**src/hdl/siag_pkg.sv**
```systemverilog
`timescale 1ns / 1ps
// siag_pkg: shared widths, codes and types of the strided index address generator
// no dependencies

package siag_pkg;

   localparam int NUM_DIMS       = 3;
   localparam int DEF_MAX_EXTENT = 1024;
   localparam int DEF_MAX_RANK   = 3;

   localparam int KIND_W      = 2;
   localparam int DIM_W       = 2;
   localparam int POS_W       = 10;
   localparam int IDX_W       = 10;
   localparam int ADDR_W      = 28;
   localparam int RANK_W      = 2;
   localparam int EXT_REG_W   = 11;
   localparam int STRIDE_W    = 16;
   localparam int PROD_W      = IDX_W + STRIDE_W;
   localparam int CSR_IDX_W   = 3;
   localparam int CSR_DATA_W  = 16;
   localparam int REQ_TDATA_W = 24;
   localparam int RSP_TDATA_W = 64;

   localparam logic [KIND_W-1:0] KIND_LOAD    = 2'd0;
   localparam logic [KIND_W-1:0] KIND_RESTART = 2'd1;
   localparam logic [KIND_W-1:0] KIND_NEXT    = 2'd2;

   localparam logic [CSR_IDX_W-1:0] CSR_RANK     = 3'd0;
   localparam logic [CSR_IDX_W-1:0] CSR_EXTENT_0 = 3'd1;
   localparam logic [CSR_IDX_W-1:0] CSR_EXTENT_1 = 3'd2;
   localparam logic [CSR_IDX_W-1:0] CSR_EXTENT_2 = 3'd3;
   localparam logic [CSR_IDX_W-1:0] CSR_STRIDE_0 = 3'd4;
   localparam logic [CSR_IDX_W-1:0] CSR_STRIDE_1 = 3'd5;
   localparam logic [CSR_IDX_W-1:0] CSR_STRIDE_2 = 3'd6;

   typedef struct packed {
      logic                overrun;
      logic                last;
      logic [NUM_DIMS-1:0] in_use;
   } odo_status_type;

endpackage

```
**src/hdl/siag_odometer.sv**
```systemverilog
`timescale 1ns / 1ps
// siag_odometer: row-major position counters with carry, restart and overrun detection
// depends on siag_pkg

module siag_odometer #(
   parameter int MAX_EXTENT = siag_pkg::DEF_MAX_EXTENT,
   parameter int TABLE_DIMS = siag_pkg::NUM_DIMS,
   localparam int CW        = $clog2(MAX_EXTENT)
) (
   input  logic                                                   clock,
   input  logic                                                   reset,
   input  logic                                                   step,
   input  logic                                                   restart,
   input  logic [siag_pkg::RANK_W-1:0]                            rank,
   input  logic [siag_pkg::NUM_DIMS-1:0][siag_pkg::EXT_REG_W-1:0] extent,
   output logic [siag_pkg::NUM_DIMS-1:0][CW-1:0]                  cnt_upd,
   output siag_pkg::odo_status_type                               status
);

   localparam int EXT_W = $clog2(MAX_EXTENT + 1);

   logic [siag_pkg::NUM_DIMS-1:0][CW-1:0] cnt_ff;
   logic                                  started_ff;

   logic [siag_pkg::NUM_DIMS-1:0][EXT_W-1:0] ext_eff;
   logic [siag_pkg::RANK_W-1:0]              rank_eff;
   logic [1:0]                               k;
   logic                                     found;
   logic                                     all_end;

   always_comb begin
      rank_eff = (32'(rank) > TABLE_DIMS) ? siag_pkg::RANK_W'(TABLE_DIMS) : rank;
      found    = 1'b0;
      k        = '0;
      cnt_upd  = cnt_ff;
      all_end  = 1'b1;
      status.in_use = '0;
      for (int d = 0; d < siag_pkg::NUM_DIMS; d++) begin
         if (extent[d] == '0) begin
            ext_eff[d] = EXT_W'(1);
         end else if (32'(extent[d]) > MAX_EXTENT) begin
            ext_eff[d] = EXT_W'(MAX_EXTENT);
         end else begin
            ext_eff[d] = EXT_W'(extent[d]);
         end
         status.in_use[d] = (d < int'(rank_eff));
         // innermost dimension that can still advance
         if (status.in_use[d] && (EXT_W'(cnt_ff[d]) + EXT_W'(1) < ext_eff[d])) begin
            found = 1'b1;
            k     = 2'(d);
         end
      end
      if (started_ff && found) begin
         for (int d = 0; d < siag_pkg::NUM_DIMS; d++) begin
            if (status.in_use[d]) begin
               if (d == int'(k)) begin
                  cnt_upd[d] = cnt_ff[d] + CW'(1);
               end else if (d > int'(k)) begin
                  cnt_upd[d] = '0;
               end
            end
         end
      end
      for (int d = 0; d < siag_pkg::NUM_DIMS; d++) begin
         if (status.in_use[d] && (EXT_W'(cnt_upd[d]) + EXT_W'(1) < ext_eff[d])) begin
            all_end = 1'b0;
         end
      end
      status.overrun = started_ff && !found;
      status.last    = !status.overrun && all_end;
   end

   always_ff @(posedge clock) begin
      if (reset || restart) begin
         cnt_ff     <= '0;
         started_ff <= 1'b0;
      end else if (step && !status.overrun) begin
         cnt_ff     <= cnt_upd;
         started_ff <= 1'b1;
      end
   end

   a_restart_clears: assert property (@(posedge clock) disable iff (reset)
      restart |=> !started_ff && cnt_ff == '0)
      else $error("restart did not clear the odometer");

   a_overrun_holds: assert property (@(posedge clock) disable iff (reset)
      step && !restart && status.overrun |=> cnt_ff == $past(cnt_ff) && started_ff)
      else $error("overrun changed the counters");

   a_step_starts: assert property (@(posedge clock) disable iff (reset)
      step && !restart |=> started_ff)
      else $error("next request did not start the iteration");

endmodule

```
**config.mk**
```make
export PLATFORM = sky130hd
export DESIGN_NAME = siag_odometer
export DESIGN_NICKNAME = d
export VERILOG_FILES = /design/src/hdl/siag_pkg.sv /design/src/hdl/siag_odometer.sv
export SDC_FILE = /design/constraint.sdc
export NUM_CORES = 1
export LEC_CHECK = 0
export ABC_AREA = 1
export BUFFER_PORTS_ARGS = -buffer_cell sky130_fd_sc_hd__buf_2
export CORE_ASPECT_RATIO = 1.25
export CORE_MARGIN = 2
export CORE_UTILIZATION = 59
export CTS_CLUSTER_SIZE = 20
export DETAILED_ROUTE_END_ITERATION = 16
export PLACE_DENSITY = 0.9
export SETUP_SLACK_MARGIN = 0.2
export SYNTH_ARGS = -nofsm -noshare
export SYNTH_HDL_FRONTEND = slang
export SYNTH_SLANG_ARGS = --single-unit
```
**constraint.sdc**
```tcl
create_clock -name clock -period 6 [get_ports clock]
set_clock_uncertainty 0.2 [all_clocks]
set_input_delay 0.3 -clock clock [delete_from_list [all_inputs] [get_ports clock]]
set_output_delay 0.3 -clock clock [all_outputs]
set_load 0.05 [all_outputs]
```
# Yosys cells after proc, flatten, opt, wreduce, memory -nomap -nowiden
# Index checks and enable logic that the tools add are counted.
# totals
word_cells	69
output_inout_bits	35
ff_bits	31
# op_classes
eq_ne	2
muxes	23
n_lt_le_gt_ge	14
n_addsub	9
n_reduce_logical	17
# ops
op	n
2-to-1 mux 10 bit	8
adder 10 x 1 -> 11 bit (second input constant)	6
< comparator 11 bit	6
2-to-1 mux 11 bit	6
> comparator 11 bit (second input constant)	3
zero test 11 bit	3
adder 10 x 1 -> 10 bit (second input constant)	3
2-to-1 mux 30 bit	1
logical AND 1 bit	10
2-to-1 mux 1 bit	7
equality test 2 bit (first input constant)	2
< comparator 1 x 2 -> 1 bit (first input constant)	2
> comparator 1 x 2 -> 1 bit (first input constant)	1
> comparator 2 bit (first input constant)	1
zero test 1 bit	2
zero test 2 bit	1
< comparator 2 bit (first input constant)	1
2-to-1 mux 2 bit	1
logical OR 1 bit	1

# Logic depth before layout (Yosys ltp)
# depth
word_depth	19
ltp_mapped	35
depth_no_buf	35

# Least setup slack after synthesis
# No wires, ideal clock.
# synth_timing
kind	in2out
from	in extent[19] (netlist bit)
to	out status[3] (netlist bit)
setup_slack_ns	0.148
n_path_buf	0
cell_stages	24
required_time_ns	5.500
arrival_time_ns	5.352
path_cell_list	or2_1 o31ai_1 nand2_1 ha_1 nand2_1 o21a_1 o21ai_0 nor2_1 nand2_4 nand3_4 nand2_4 nor2_4 o21ai_1 ha_1 inv_1 nor2_2 nand3_2 xor2_1 ha_1 nand4_1 o221a_2 nand2_1 nand3_1 nor2_1
# synth_rtl
element	line_no	source
start: declaration	siag_odometer.sv:15	input logic [siag_pkg::NUM_DIMS-1:0][siag_pkg::EXT_REG_W-1:0] extent,
end: declaration	siag_odometer.sv:17	output siag_pkg::odo_status_type status

==> results.py <==
metrics = {
    "run_status": {
        "outcome": "complete, no violations",
    },
    "placed_design": {
        "dp.cells": 884,
        "port_buffers": 73,
        "preCtsSetupSlack_ns": 0.400,
        "gp_congestion": 0.924,
        "dp_hpwl_um": 10300,
        "placed_area_mm2": 0.00501,
    },
    "clock_network": {
        "cts.sinks": 31,
        "cts_root_buf": "clkbuf_8",
        "cts_buffer_depth": 2,
        "worstSkewPairLatency_ns": 0.29,
        "cts_tree": "built",
        "cts_buffers": 5,
        "h-tree-depth": 2,
        "path_clk_slew_ns": 0.07,
        "postCtsHoldBufs": 0,
    },
    "logic_synthesis": {
        "synth-seq-area-share_pct": 13.6,
        "ys_async_sr_fraction_pct": 0,
        "yosysWarningCount": 0,
        "synth.distinct_cells": 45,
        "synth_top_area_share_pct": 18.1,
        "synth_fp_nets": 832,
        "syn_area_per_cell_um2": 6.28,
        "synth-edff-count": 0,
        "ys_ff_latch": 31,
        "synth_area_leader_cell": "ha_1",
        "syn-instance-count": 727,
        "syn-cell-area_mm2": 0.00457,
        "yosys-top-cells-area": "ha_1 (18%), nand2_1 (16%), dfxtp_1 (14%)",
        "synth_flop_cell": "dfxtp_1",
    },
    "worst_setup_path": {
        "crit_family": "simple AND/OR/NAND/NOR gates",
        "path_max_fanout": 10,
        "cp-end-kind": "primary output",
        "path_buf_inv": 3,
        "cp_data_arrival_time_ns": 5.23,
        "critical_path_class": "reg2out",
        "max_stage_delay_ns": 0.43,
        "crit_path_frequent_cell": "nor2_1",
        "r2r_start": "cnt_ff[14]",
        "required_ns": 5.50,
        "startpoint": "cnt_ff[14]",
        "critical-path-slowest-cell": "dfxtp_1",
        "start_kind": "flop",
    },
    "hold_path": {
        "holdCritStartpoint": "step",
        "hold_path_class": "in2reg",
    },
    "cells_and_area": {
        "final_util_pct": 74.3,
        "final_nets": 922,
        "drive_above_1_share_pct": 26.0,
        "fin_cells": 910,
        "synthToLayoutAreaGrowth_pct": 21.1,
        "n_antenna_cell": 0,
        "final_area_mm2": 0.00553,
    },
    "global_route": {
        "grt_overflow": 0,
        "first_global_vias": 4735,
        "grt_start_max_net_pins": 38,
        "track_usage_pct": 30.2,
        "antenna_found_initial": 0,
        "grt_pass1_wl_um": 20000,
    },
    "sta": {
        "fin_ws_ns": 0.267,
        "worst_slew_pin_slew_ns": 0.728,
        "hold_violations": 0,
        "holdWs_ns": 0.117,
        "drv_slew": 0,
        "finalCriticalPeriod_ns": 5.73,
        "finalSetupTns_ns": 0,
        "setup-violations-final": 0,
        "min_period_over_period_pct": 95.6,
        "slew_headroom_pct": 51.0,
        "max_clock_freq_mhz": 174,
    },
    "detailed_routing": {
        "via_per_inst": 5.98,
        "routed_wl_um": 14700,
        "drc": 0,
        "detail-route-antenna-nets": 0,
        "wl_per_cell_um": 16.2,
        "drt_first_pass_iters": 6,
        "vias": 5440,
        "drtIter0Drc": 619,
    },
    "floorplanning": {
        "rows": 35,
        "fp.dieArea_mm2": 0.00846,
        "die_x_um": 82.7,
        "ios": 74,
        "start_util_pct": 61.3,
        "die_h_um": 102,
        "design.core.area_mm2": 0.00744,
    },
    "power_and_ir_drop": {
        "p_leak_nw": 2.85,
        "p_total_mw": 0.703,
        "peakVddDrop_v": 0.0000761,
        "power.density_mw_per_mm2": 127,
    },
    "flow_run": {
        "maxCapViolations": 0,
    },
}
==> cell type report <==
type                    instances  area, µm²
multi-input cells             569       3690
fillers                       552       1920
flip-flops and latches         31        637
repair buffers                 95        537
inverters                     114        440
well taps                      92        115
clock buffers                   8        100
repair inverters                1       6.26
==> synthesized netlist by cell type (2+ instances only) <==
cell type,n
nand4_1,11
nand3_2,4
xnor2_1,3
buf_4,2
a21o_1,2
clkbuf_1,5
nor3_1,11
o21ai_2,8
nor2_1,66
nand2_2,15
inv_1,103
o21ai_1,6
nor3_2,2
o221a_2,2
inv_2,10
ha_1,66
or2_1,4
nand2_1,189
nor2_2,5
o22ai_1,2
buf_6,3
o31ai_1,3
xor2_1,31
a31oi_1,2
nor2_4,4
buf_2,3
a211oi_1,10
nand3_1,25
dfxtp_1,31
o21ai_0,34
o21a_1,2
nand2_4,3
a21oi_1,48
==> worst paths after layout <==
| kind | cells past startpoint | slack [ns] | end |
|---|---|---|---|
| worst max-delay path | 28 | 0.27 | status[3] |
| worst min register to register | 2 | 0.35 | cnt_ff[24] |
| worst min-delay path | 3 | 0.12 | started_ff |
| worst max register to register | 20 | 1.79 | cnt_ff[19] |
==> layout by cell type (no fill, tap or decap), types with 9 or more instances in the layout <==
cell,Yosys,layout
nor3_2,2,10
nand2_2,15,23
buf_4,2,22
ha_1,66,60
buf_2,3,72
nand2_1,189,178
a21oi_1,48,48
nand4_1,11,11
nor2_1,66,59
nand3_1,25,21
xor2_1,31,31
inv_1,103,102
o21ai_0,34,34
dfxtp_1,31,24
nor2_2,5,9
==> sequential cells by signal, indices dropped and copies added, names as in the netlist <==
name / flops
started_ff: 1
cnt_ff: 30
==> tightest hold or removal path: cells and delay by family <==
| family | cells | cell delay, ns |
|---|---|---|
| buffers and inverters | 2 | 0.18 |
| AOI/OAI and AO/OA | 1 | 0.07 |
==> cell families (layout without fill, tap and decap cells) <==
group	after synthesis	count (layout)	synth area share [%]
AO/OA/AOI/OAI	124	124	16.2
XOR/XNOR	34	34	6.52
adder cells (fa/ha/maj)	66	66	18.1
buffers and inverters	127	218	11.2
flip-flops	31	31	13.6
AND/OR/NAND/NOR	345	345	34.4
==> report_power, final <==
group | internal (mW) | total [mW] | switching, mW
Combinational | 0.0947 | 0.294 | 0.199
Sequential | 0.213 | 0.224 | 0.0105
Clock | 0.105 | 0.185 | 0.0806
==> layer usage <==
metal	vias up	track usage, %	wire, µm
met2	356	53.2	7130
met4	0	18.2	1140
met3	132	3.00	1090
li1	2555	-	-
met1	2397	34.5	5380
met5	-	0	0
==> repair_timing <==
action                                  CTS  global route
gates resized for setup                   2            70
endpoints found under the setup margin    1             1
setup buffers                             0            17
pin swaps                                 0            32
cloned                                    0             1
Power figures use the tool's default switching activity.
